## config.mk

```make
export PLATFORM = sky130hd
export DESIGN_NAME = fmqd_divider
export DESIGN_NICKNAME = d
export VERILOG_FILES = /design/src/fmqd_pkg.sv /design/src/fmqd_divider.sv
export SDC_FILE = /design/constraint.sdc
export NUM_CORES = 1
export LEC_CHECK = 0
export ABC_CLOCK_PERIOD_IN_PS = 3300
export BUFFER_PORTS_ARGS = -buffer_cell sky130_fd_sc_hd__buf_2
export CAP_MARGIN = 20
export CELL_PAD_IN_SITES_DETAIL_PLACEMENT = 2
export CELL_PAD_IN_SITES_GLOBAL_PLACEMENT = 2
export CORE_MARGIN = 8
export CORE_UTILIZATION = 37
export CTS_BUF_LIST = sky130_fd_sc_hd__clkbuf_16
export DETAILED_ROUTE_END_ITERATION = 8
export PLACE_DENSITY = 0.86
export SYNTH_ARGS = -nofsm -noshare
export SYNTH_HDL_FRONTEND = slang
export SYNTH_SLANG_ARGS = --single-unit
```

## constraint.sdc

```tcl
create_clock -name clk -period 3.3 [get_ports clk]
set_input_delay 0.33 -clock clk [delete_from_list [all_inputs] [get_ports clk]]
set_output_delay 0.33 -clock clk [all_outputs]
set_load 0.05 [all_outputs]
```

## src/fmqd_pkg.sv

```systemverilog
// shared constants, types and the arctangent table of the fm quadrature demodulator
package fmqd_pkg;

	// block sizing
	localparam int MAX_DECIMATION = 64;
	localparam int CORDIC_STAGES  = 16;

	// stream and configuration widths
	localparam int IQ_W       = 16;
	localparam int AUDIO_W    = 16;
	localparam int IDX_W      = 16;
	localparam int S_DATA_W   = 2 * IQ_W;
	localparam int M_DATA_W   = AUDIO_W + IDX_W;
	localparam int CFG_IDX_W  = 2;
	localparam int CFG_DATA_W = 16;
	localparam int DEC_W      = 7;
	localparam int COEFF_W    = 15;

	// datapath widths
	localparam int CORR_W   = IQ_W + 1;
	localparam int MUL_W    = 2 * CORR_W;
	localparam int PROD_W   = MUL_W + 1;
	localparam int XY_W     = 45;
	localparam int Z_W      = 25;
	localparam int NORM_TOP = 40;
	localparam int SHIFT_W  = (CORDIC_STAGES > 1) ? $clog2(CORDIC_STAGES) : 1;
	localparam int STEP_W   = 16;
	localparam int SUM_W    = STEP_W + $clog2(MAX_DECIMATION);
	localparam int CNT_W    = $clog2(MAX_DECIMATION + 1);
	localparam int QUO_W    = 16;
	localparam int DIV_W    = (SUM_W + 1 > CNT_W + QUO_W) ? SUM_W + 1 : CNT_W + QUO_W;
	localparam int DEEMPH_W = 16;

	// reset values and fixed scalings
	localparam logic [DEC_W-1:0]       DEC_RESET    = DEC_W'(1);
	localparam logic [COEFF_W-1:0]     COEFF_RESET  = COEFF_W'(31382);
	localparam logic signed [Z_W-1:0]  QUARTER_TURN = Z_W'(4194304);
	localparam logic signed [AUDIO_W-1:0] AUDIO_SCALE = AUDIO_W'(24000);

	// configuration register indexes
	typedef enum logic [CFG_IDX_W-1:0] {
		CFG_DECIMATION,
		CFG_DC_OFFSET_I,
		CFG_DC_OFFSET_Q,
		CFG_DEEMPH_COEFF
	} cfg_idx_t;

	// sequencer states
	typedef enum logic [3:0] {
		ST_IDLE,
		ST_MUL,
		ST_SUM,
		ST_PRE,
		ST_NORM,
		ST_CORDIC,
		ST_ACC,
		ST_DIV,
		ST_DMUL,
		ST_DADD,
		ST_SCALE,
		ST_OUT
	} state_t;

	// vector moving through the cordic cells
	typedef struct packed {
		logic                   valid;
		logic signed [XY_W-1:0] x;
		logic signed [XY_W-1:0] y;
		logic signed [Z_W-1:0]  z;
	} cordic_vec_t;

	// request to the averaging divider
	typedef struct packed {
		logic                    start;
		logic signed [SUM_W-1:0] dividend;
		logic [CNT_W-1:0]        divisor;
	} div_req_t;

	// rotation angle of each stage in units of pi/2^23
	function automatic logic signed [Z_W-1:0] atan_angle(input int unsigned k);
		logic signed [Z_W-1:0] a;
		case (k)
			0:  a = Z_W'(2097152);
			1:  a = Z_W'(1238021);
			2:  a = Z_W'(654136);
			3:  a = Z_W'(332050);
			4:  a = Z_W'(166669);
			5:  a = Z_W'(83416);
			6:  a = Z_W'(41718);
			7:  a = Z_W'(20860);
			8:  a = Z_W'(10430);
			9:  a = Z_W'(5215);
			10: a = Z_W'(2608);
			11: a = Z_W'(1304);
			12: a = Z_W'(652);
			13: a = Z_W'(326);
			14: a = Z_W'(163);
			15: a = Z_W'(81);
			16: a = Z_W'(41);
			17: a = Z_W'(20);
			18: a = Z_W'(10);
			19: a = Z_W'(5);
			20: a = Z_W'(3);
			21: a = Z_W'(1);
			22: a = Z_W'(1);
			default: a = '0;
		endcase
		return a;
	endfunction

endpackage

```

## src/fmqd_divider.sv

```systemverilog
// bit-serial restoring divider for the phase average, truncating toward zero
module fmqd_divider (
	input  logic                                clk,
	input  logic                                arst_n,
	input  fmqd_pkg::div_req_t                  req,
	output logic                                done,
	output logic signed [fmqd_pkg::QUO_W-1:0]   quotient
);
	import fmqd_pkg::*;

	localparam int STEP_CNT_W = $clog2(QUO_W);

	logic                  busy_q;
	logic                  done_q;
	logic [STEP_CNT_W-1:0] step_q;
	logic                  neg_q;
	logic [DIV_W-1:0]      rem_q;
	logic [DIV_W-1:0]      den_q;
	logic [QUO_W-1:0]      quo_q;
	logic [SUM_W:0]        dvd_ext;
	logic [SUM_W:0]        dvd_mag;
	logic                  fits;

	// magnitude of the dividend, one bit wider so the most negative sum fits
	assign dvd_ext = {req.dividend[SUM_W-1], req.dividend};
	assign dvd_mag = req.dividend[SUM_W-1] ? (~dvd_ext + 1'b1) : dvd_ext;
	assign fits    = rem_q >= den_q;

	// step counter, one quotient bit per cycle
	always_ff @(posedge clk or negedge arst_n) begin
		if (!arst_n) begin
			busy_q <= 1'b0;
			done_q <= 1'b0;
			step_q <= '0;
		end else begin
			done_q <= busy_q && (step_q == '0) && !req.start;
			if (req.start) begin
				busy_q <= 1'b1;
				step_q <= STEP_CNT_W'(QUO_W - 1);
			end else if (busy_q) begin
				step_q <= step_q - 1'b1;
				if (step_q == '0) begin
					busy_q <= 1'b0;
				end
			end
		end
	end

	// compare and subtract against the shifted divisor
	always_ff @(posedge clk) begin
		if (req.start) begin
			neg_q <= req.dividend[SUM_W-1];
			rem_q <= DIV_W'(dvd_mag);
			den_q <= DIV_W'(req.divisor) << (QUO_W - 1);
		end else if (busy_q) begin
			if (fits) begin
				rem_q <= rem_q - den_q;
			end
			den_q <= den_q >> 1;
			quo_q <= {quo_q[QUO_W-2:0], fits};
		end
	end

	assign done     = done_q;
	assign quotient = neg_q ? $signed(-quo_q) : $signed(quo_q);

endmodule

```

# Word-level counts from Yosys, hierarchy flattened
# Cells that the tools add are included.
[word_totals]
reg_bits = 68
inputBits = 32
out_inout_bits = 17
word_cells = 35
[classes]
n_addsub = 4
n_lt_le_gt_ge = 1
n_mux = 12
n_bitwise = 2
n_reduce_logical = 8
[op_table]
columns = ["operator", "n"]
rows = [
  ["two-way mux 23 bit", 4],
  ["two-way mux 22 bit", 2],
  ["adder 23 x 1 -> 23 bit (second input constant)", 1],
  [">= comparator 23 x 22 -> 1 bit", 1],
  ["inverter 23 bit", 1],
  ["subtractor 23 x 22 -> 23 bit", 1],
  ["two-way mux 16 bit", 1],
  ["negation 16 bit", 1],
  ["two-way mux 4 bit", 2],
  ["zero test 4 bit", 1],
  ["AND reduction 2 bit", 2],
  ["nonzero test 2 bit", 2],
  ["subtractor 4 x 1 -> 4 bit (second input constant)", 1],
  ["two-way mux 1 bit", 3],
  ["logical AND 1 bit", 2],
  ["zero test 1 bit", 1],
  ["inverter 1 bit", 1],
]

# Depth between registers and ports, before layout
# Gate-level depths: netlist of run 1.
[logic_depth]
word_depth = 4
mapped_depth = 11

# Worst setup path after synthesis of run 1
# OpenSTA, ideal clock, no wires.
[synth_path]
path_type = "register -> register"
from = "register rem_q[6]"
to = "register rem_q[0] (enable)"
setup_ns = 0.379
arrival_ns = 2.441
required_time_ns = 2.921
setup_slack_ns = 0.480
stages_incl_launch_ff = 10
path_buffers = 1
synth_period_minus_slack_ns = 2.820
path_cell_list = "edfxtp_1 ha_1 clkbuf_1 a21oi_1 nor3_1 a2111oi_0 a211oi_1 o21ai_0 o21ai_0 a21o_1"
[synth_between]
elab_chain_cells = 3
[synth_lines]
columns = ["item", "line_no", "rtl"]
rows = [
  ["from (decl)", "fmqd_divider.sv:17", "logic [DIV_W-1:0] rem_q;"],
  ["from (signal assigned)", "fmqd_divider.sv:53", "rem_q <= DIV_W'(dvd_mag);"],
  ["from (signal assigned)", "fmqd_divider.sv:57", "rem_q <= rem_q - den_q;"],
  [">= comparator 23 x 22 -> 1 bit", "fmqd_divider.sv:27", "assign fits = rem_q >= den_q;"],
  ["net fits", "fmqd_divider.sv:22", "logic fits;"],
  ["nonzero test 2 bit (no line)", "--", ""],
  ["AND reduction 2 bit (no line)", "--", ""],
]
# The timed path passes the listed nets, and every way through them passes these cells.
# A chain may end at the register's enable or synchronous reset.

# Worst setup path in the final report of run 1
[layout_path]
from = "register quo_q[5]"
to = "output quotient[13] (netlist name)"
[layout_between]
elab_chain_cells = 2
[layout_lines]
columns = ["item", "line_no", "rtl"]
rows = [
  ["from (decl)", "fmqd_divider.sv:19", "logic [QUO_W-1:0] quo_q;"],
  ["from (signal assigned)", "fmqd_divider.sv:60", "quo_q <= {quo_q[QUO_W-2:0], fits};"],
  ["negation 16 bit", "fmqd_divider.sv:65", "assign quotient = neg_q ? $signed(-quo_q) : $signed(quo_q);"],
  ["two-way mux 16 bit", "fmqd_divider.sv:65", ""],
  ["to (decl)", "fmqd_divider.sv:7", "output logic signed [fmqd_pkg::QUO_W-1:0] quotient"],
]
# No other way between the ends.

==> results of run 1 <==
## cell type report
type / count / area (um2)
clock inverters: 7 / 28.8
clock buffers: 9 / 225
multi-input cells: 381 / 2520
repair buffers: 55 / 303
flip-flops and latches: 68 / 1860
fillers: 1330 / 6780
well taps: 168 / 210
inverters: 35 / 131
## where the power goes
| part | total (uW) | switching [uW] | internal (uW) |
|---|---|---|---|
| Sequential | 1280 | 101 | 1180 |
| Clock | 851 | 360 | 492 |
| Combinational | 2090 | 1340 | 747 |
| Total | 4210 | 1800 | 2410 |
## worst max-delay path: stages (launching register included)
cell	delay (ns)
edfxtp_1	0.45
or4_1	0.56
or3_1	0.38
or3_4	0.42
o41ai_4	0.27
xnor2_1	0.17
clkbuf_4	0.26
## cell usage in the layout (no fill, tap or decap), types with 6 or more instances in the layout
cell	synthesis	layout
a21o_1	9	9
xnor2_1	37	37
buf_2	0	45
buf_4	1	6
or3_1	6	6
dfxtp_1	15	15
a21oi_1	31	31
nand4_1	7	7
nand2b_1	7	7
nand2_1	64	64
ha_1	25	25
xor2_1	17	17
nand3_1	8	8
dfrtp_1	6	6
inv_1	35	37
o21ai_0	50	50
o31ai_1	7	7
edfxtp_1	47	47
clkbuf_16	0	9
mux2i_1	19	19
nor2_1	41	41
## cell families after synthesis
group | count (synthesis)
AOI/OAI and AO/OA | 123
xor gates and xnor gates | 54
adders and majority gates | 26
and+or+nand+nor | 159
DFF | 68
buffers and inverters | 60
muxes | 19
## layer usage
| layer | up-vias | wire length [um] | GRT usage (%) |
|---|---|---|---|
| met3 | 33 | 565 | 4.66 |
| li1 | 1861 | - | - |
| met5 | - | 0 | 0 |
| met4 | 0 | 410 | 7.56 |
| met1 | 1954 | 6220 | 20.3 |
| met2 | 71 | 7830 | 35.2 |
## metrics by stage
step           setup WS (ns)  hold slack [ns]  total power (uW)  setup TNS, ns  utilization (%)
3_3_place_gp           0.463            0.163              3190              0             41.4
4_1_cts              0.00984            0.278              4240              0             43.6
2_1_floorplan          0.480           0.0344              2750              0                -
6_report               0.115            0.291              4210              0             43.8
3_5_place_dp           0.303            0.167              3330              0             41.4
5_1_grt             -0.00185            0.294              4480       -0.00266             43.8
## registers in the layout, indices dropped and copies added (netlist names)
signal	count
den_q	22
step_q	4
rem_q	23
done	1
busy_q	1
quo_q	16
neg_q	1
## final timing paths
path / from / endpoint / slack (ns) / depth (start not counted)
worst min register to register: quo_q[1]$_DFFE_PP_ / quo_q[2]$_DFFE_PP_ / 0.49 / 0
max in group asynchronous: arst_n / busy_q$_DFF_PN0_ / 2.77 / 2
worst max register to register: den_q[6]$_SDFFE_PP0P_ / rem_q[9]$_DFFE_PP_ / 0.28 / 10
worst min-delay path: req[1] / den_q[16]$_DFFE_PP_ / 0.29 / 3
worst max-delay path: quo_q[5]$_DFFE_PP_ / quotient[13] / 0.12 / 6
min in group asynchronous: arst_n / step_q[1]$_DFFE_PN0P_ / 0.37 / 2
## Yosys cell counts (3+ instances only)
library cell	n	area share (%)
nand2_1	64	5.2
o21ai_0	50	5.4
edfxtp_1	47	31
nor2_1	41	3.3
xnor2_1	37	7.0
inv_1	35	2.9
a21oi_1	31	3.4
ha_1	25	6.8
mux2i_1	19	4.1
clkbuf_1	17	1.4
xor2_1	17	3.2
dfxtp_1	15	6.5
a21o_1	9	1.5
nand3_1	8	0.87
buf_1	7	0.57
nand2b_1	7	0.95
nand4_1	7	0.95
o31ai_1	7	1.1
dfrtp_1	6	3.3
or3_1	6	0.82
nor2b_1	4	0.54
o21bai_1	4	0.65
or2_2	4	0.54
a31oi_1	3	0.41
and3_1	3	0.41
or3_4	3	0.73
or4_1	3	0.49
## timing repair
action | CTS | global route
gates resized for setup | 0 | 4
hold buffers | 1 | 0
endpoints found under the setup margin | 0 | 3
hold endpoints to repair | 6 | 0
setup buffers | 0 | 0
==> results.yml, run 1 <==
sta:
  period_share_pct: 96.5
  maxSlewHeadroom_pct: 44.2
  tightestPinTransition_ns: 0.835
  grt_setup_unrepaired: "true"
  fin_crit_ns: 3.18
  hold_viol_final: 0
  fmax_mhz: 314
  finalSetupViolCount: 0
  slew_violations: 0
  fin_worst_skew_ns: 0.00639
global_route:
  grt_pass1_vias: 4446
  grt_pass1_wl_um: 24100
  track_usage_pct: 19.0
  antenna_found_initial: 0
  grt_overflow: 0
  grt_max_degree: 36
floorplanning:
  die_area_um2: 16300
  start_util_pct: 38.1
  die_h_um: 127
  io_pins: 49
  core_um2: 12100
  std_cell_rows: 40
  die_x_um: 127
setup_path:
  crit_path_end_kind: "output pin"
  crit_path_max_fanout: 4
  cp.required_ns: 2.97
  startpoint_type: "register"
  arrival_ns: 2.85
  critical_path_class: "register to output pin"
power_and_ir_drop:
  p_leak_uw: 0.00221
  powerDensity_nw_per_um2: 798
  peakVddDrop_uv: 397
clock_tree:
  worstSkewPairLatency_ns: 0.34
  clock-sinks: 68
  cts_tree: "yes"
  path_clk_slew_ns: 0.05
  ctsLongestPathBuffers: 2
  cts_max_level: 3
  root_buffer: "clkbuf_16"
  numCtsBuffers: 9
routing:
  drtIter0Drc: 142
  avgRoutedWirePerCell_um: 20.8
  routed_wl_um: 15000
  final_antenna_net_count: 0
  viasPerCell: 5.42
  dr.pass1.iters: 4
  vias: 3919
  drc_errors: 0
worst_hold_path:
  worstHoldPathType: "input pin to register"
synthesis:
  syn_area_um2: 4600
  synth.distinct_cells: 49
  yosys-mux-area-fraction_pct: 4.14
  ys_ff_latch: 68
  postSynthCellCount: 509
  yosys.area_share.xor_xnor_pct: 10.3
  synth_edf_count: 47
  ys_seq_area_share_pct: 40.5
  syn_avg_cell_area_um2: 9.03
  synth_top_family_by_area: "compound AO/OA/AOI/OAI gates"
  async_reset_ff_share_pct: 8.82
  yosys.area_share.simple_pct: 16.4
  synthesis.nets: 567
  ys_warn_count: 0
  synth-adder-area-share_pct: 7.24
  synth_compound_area_share_pct: 16.5
  synth_flop_cell: "edfxtp_1"
flow_run:
  max_cap_viol_count: 0
placed_design:
  hpwlAfterDp_um: 11100
  dp.cells: 706
  gp_congestion: 0.849
  io_buffers: 48
  place_area_um2: 5000
cells_and_area:
  fin_area_um2: 5280
  fin_cells: 723
  area_growth_pct: 14.8
  diodes: 0
  layout-drive-gt1-share_pct: 13.9
  fin_nets: 608
outcome:
  status: "finished clean"
No activity file was read; power rests on OpenSTA's default activity.
==> inputs of run 2 (changes only) <==
--- a/config.mk
+++ b/config.mk
@@ -10,11 +10,13 @@
 export CAP_MARGIN = 20
 export CELL_PAD_IN_SITES_DETAIL_PLACEMENT = 2
 export CELL_PAD_IN_SITES_GLOBAL_PLACEMENT = 2
+export CORE_ASPECT_RATIO = 0.7
 export CORE_MARGIN = 8
 export CORE_UTILIZATION = 37
 export CTS_BUF_LIST = sky130_fd_sc_hd__clkbuf_16
 export DETAILED_ROUTE_END_ITERATION = 8
 export PLACE_DENSITY = 0.86
+export RECOVER_POWER = 100
 export SYNTH_ARGS = -nofsm -noshare
 export SYNTH_HDL_FRONTEND = slang
 export SYNTH_SLANG_ARGS = --single-unit
==> run 2 against run 1 <==
  * The flow now finishes with violations (capacitance limit, slew limit)
  * First-iteration DRC count rose by 40%
  * Worst setup slack lost 0.034 ns
  * Sequential power about the same
  * Die area rose by 0.35%
  * Critical path type unchanged
  * Critical endpoint unchanged
==> results.yml, run 2 (synthesis results as in run 1) <==
outcome:
  violations: "capacitance limit, slew limit"
  status: "finished, violations left"
flow_run:
  max_cap_viol_count: 1
clock_tree:
  cts_max_level: 3
  root_buffer: "clkbuf_16"
  cts_tree: "yes"
  ctsLongestPathBuffers: 2
  clock-sinks: 68
  path_clk_slew_ns: 0.06
  worstSkewPairLatency_ns: 0.34
  numCtsBuffers: 9
cells_and_area:
  fin_nets: 614
  layout-drive-gt1-share_pct: 12.3
  top_regs: "rem_q: 23 flops, den_q: 22 flops, quo_q: 16 flops"
  layout_common_cells: "64 x nand2_1, 51 x o21ai_0, 47 x edfxtp_1"
  postLayoutCoreUtil_pct: 43.7
  diodes: 0
  mostFrequentLayoutCell: "nand2_1"
  area_growth_pct: 16.7
  largest_reg_flops: 23
  fillerInstances: 1335
  largest_register: "rem_q"
floorplanning:
  std_cell_rows: 34
  die_x_um: 149
  die_h_um: 109
  start_util_pct: 37.4
  core_um2: 12300
  die_area_um2: 16300
  io_pins: 49
global_route:
  grt_pass1_vias: 4437
  grt_pass1_wl_um: 24900
  track_usage_pct: 19.9
  grt_overflow: 0
  grt_max_degree: 47
  antenna_found_initial: 0
worst_hold_path:
  worstHoldPathType: "input pin to register"
setup_path:
  r2r_setup_slack_ns: 0.24
  r2r-start: "den_q[10]$_SDFFE_PP0P_"
  reg2reg_to: "rem_q[7]$_DFFE_PP_"
  cp-startpoint: "quo_q[6]$_DFFE_PP_"
  endpoint: "quotient[13]"
  critical_path_class: "register to output pin"
  r2r.worst_path.cells: 10
  crit_path_max_fanout: 3
  startpoint_type: "register"
  crit_path_end_kind: "output pin"
  arrival_ns: 2.89
  cp.required_ns: 2.97
sta:
  tightestPinTransition_ns: 1.86
  fin_worst_skew_ns: 0.00687
  hold_viol_final: 0
  slew_violations: 47
  fin_ws_ns: 0.0812
  period_share_pct: 97.5
  fmax_mhz: 311
  finalSetupViolCount: 0
  maxSlewHeadroom_pct: -23.8
  fin_crit_ns: 3.22
routing:
  vias: 3945
  avgRoutedWirePerCell_um: 21.9
  viasPerCell: 5.46
  drtIter0Drc: 199
  final_antenna_net_count: 0
  dr.pass1.iters: 4
  drc_errors: 0
  routed_wl_um: 15800
power_and_ir_drop:
  peakVddDrop_uv: 358
  p_switching_uw: 1950
  powerDensity_nw_per_um2: 859
  clkPwrFrac_pct: 24.6
  combPwrFrac_pct: 47.5
  p_leak_uw: 0.00221
  switching_share_pct: 42.2
  pwr-share-seq_pct: 27.9
  power.internal_uw: 2670
placed_design:
  gp_congestion: 0.844
  pre_cts_ws_ns: 0.175
  io_buffers: 48
  hpwlAfterDp_um: 11400
-- run 2: stage by stage --
step           setup TNS [ns]  area (um2)  hold WS, ns  cells  total power, uW
2_1_floorplan               0        4600       0.0344    509             2750
3_3_place_gp                0        5000        0.161    702             3220
3_5_place_dp                0        5000        0.165    702             3370
4_1_cts                     0        5360        0.264    719             4610
5_1_grt               -0.0212        5370        0.284    723             4870
6_report                    0        5370        0.274    723             4610
-- run 2: power by group through the flow --
stage                     registers [uW]  logic (uW)  clock network [uW]
after global placement              1270        1950                   0
after CTS                           1280        2170                1150
final                               1290        2190                1140
after detailed placement            1290        2080                   0
after floorplan                     1250        1500                   0
after global routing                1300        2380                1190
-- run 2: worst min-delay path by stage --
stage                      start  slack [ns]             endpoint  cells past startpoint
final                     req[2]        0.27  den_q[17]$_DFFE_PP_                      3
after global routing      req[2]        0.28  den_q[17]$_DFFE_PP_                      3
after CTS                 req[2]        0.26  den_q[17]$_DFFE_PP_                      3
after detailed placement  arst_n        0.16       done$_DFF_PN0_                      1
after global placement    arst_n        0.16       done$_DFF_PN0_                      1
after floorplan           arst_n        0.03     busy_q$_DFF_PN0_                      0
-- run 2: critical path: stages (launching register included) --
cell and delay, ns:
edfxtp_1 0.45, or4_1 0.60, or3_1 0.38, or3_4 0.41, o41ai_2 0.26, xnor2_1 0.17, clkbuf_4 0.26
-- run 2: final cells by class --
type / count / area [um2] / share of cell area [%]
clock buffers: 9 / 225 / 4.20
well taps: 162 / 203 / 3.78
multi-input cells: 381 / 2520 / 46.9
repair buffers: 61 / 312 / 5.80
inverters: 35 / 131 / 2.45
clock inverters: 7 / 116 / 2.17
flip-flops and latches: 68 / 1860 / 34.7
-- run 2: per-layer routing --
layer,GRT usage (%),part of all wire [%],up-vias
met1,24.0,44,1977
met5,0,0,-
li1,-,-,1881
met2,35.3,50,72
met3,3.90,4.9,15
met4,5.89,1.1,0
-- run 2: timing repair --
item / in CTS / in global routing
buffers inserted: 0 / 4
resized for setup: 0 / 6
hold endpoints to repair: 6 / 0
setup endpoints to repair: 0 / 26
hold buffers: 1 / 0
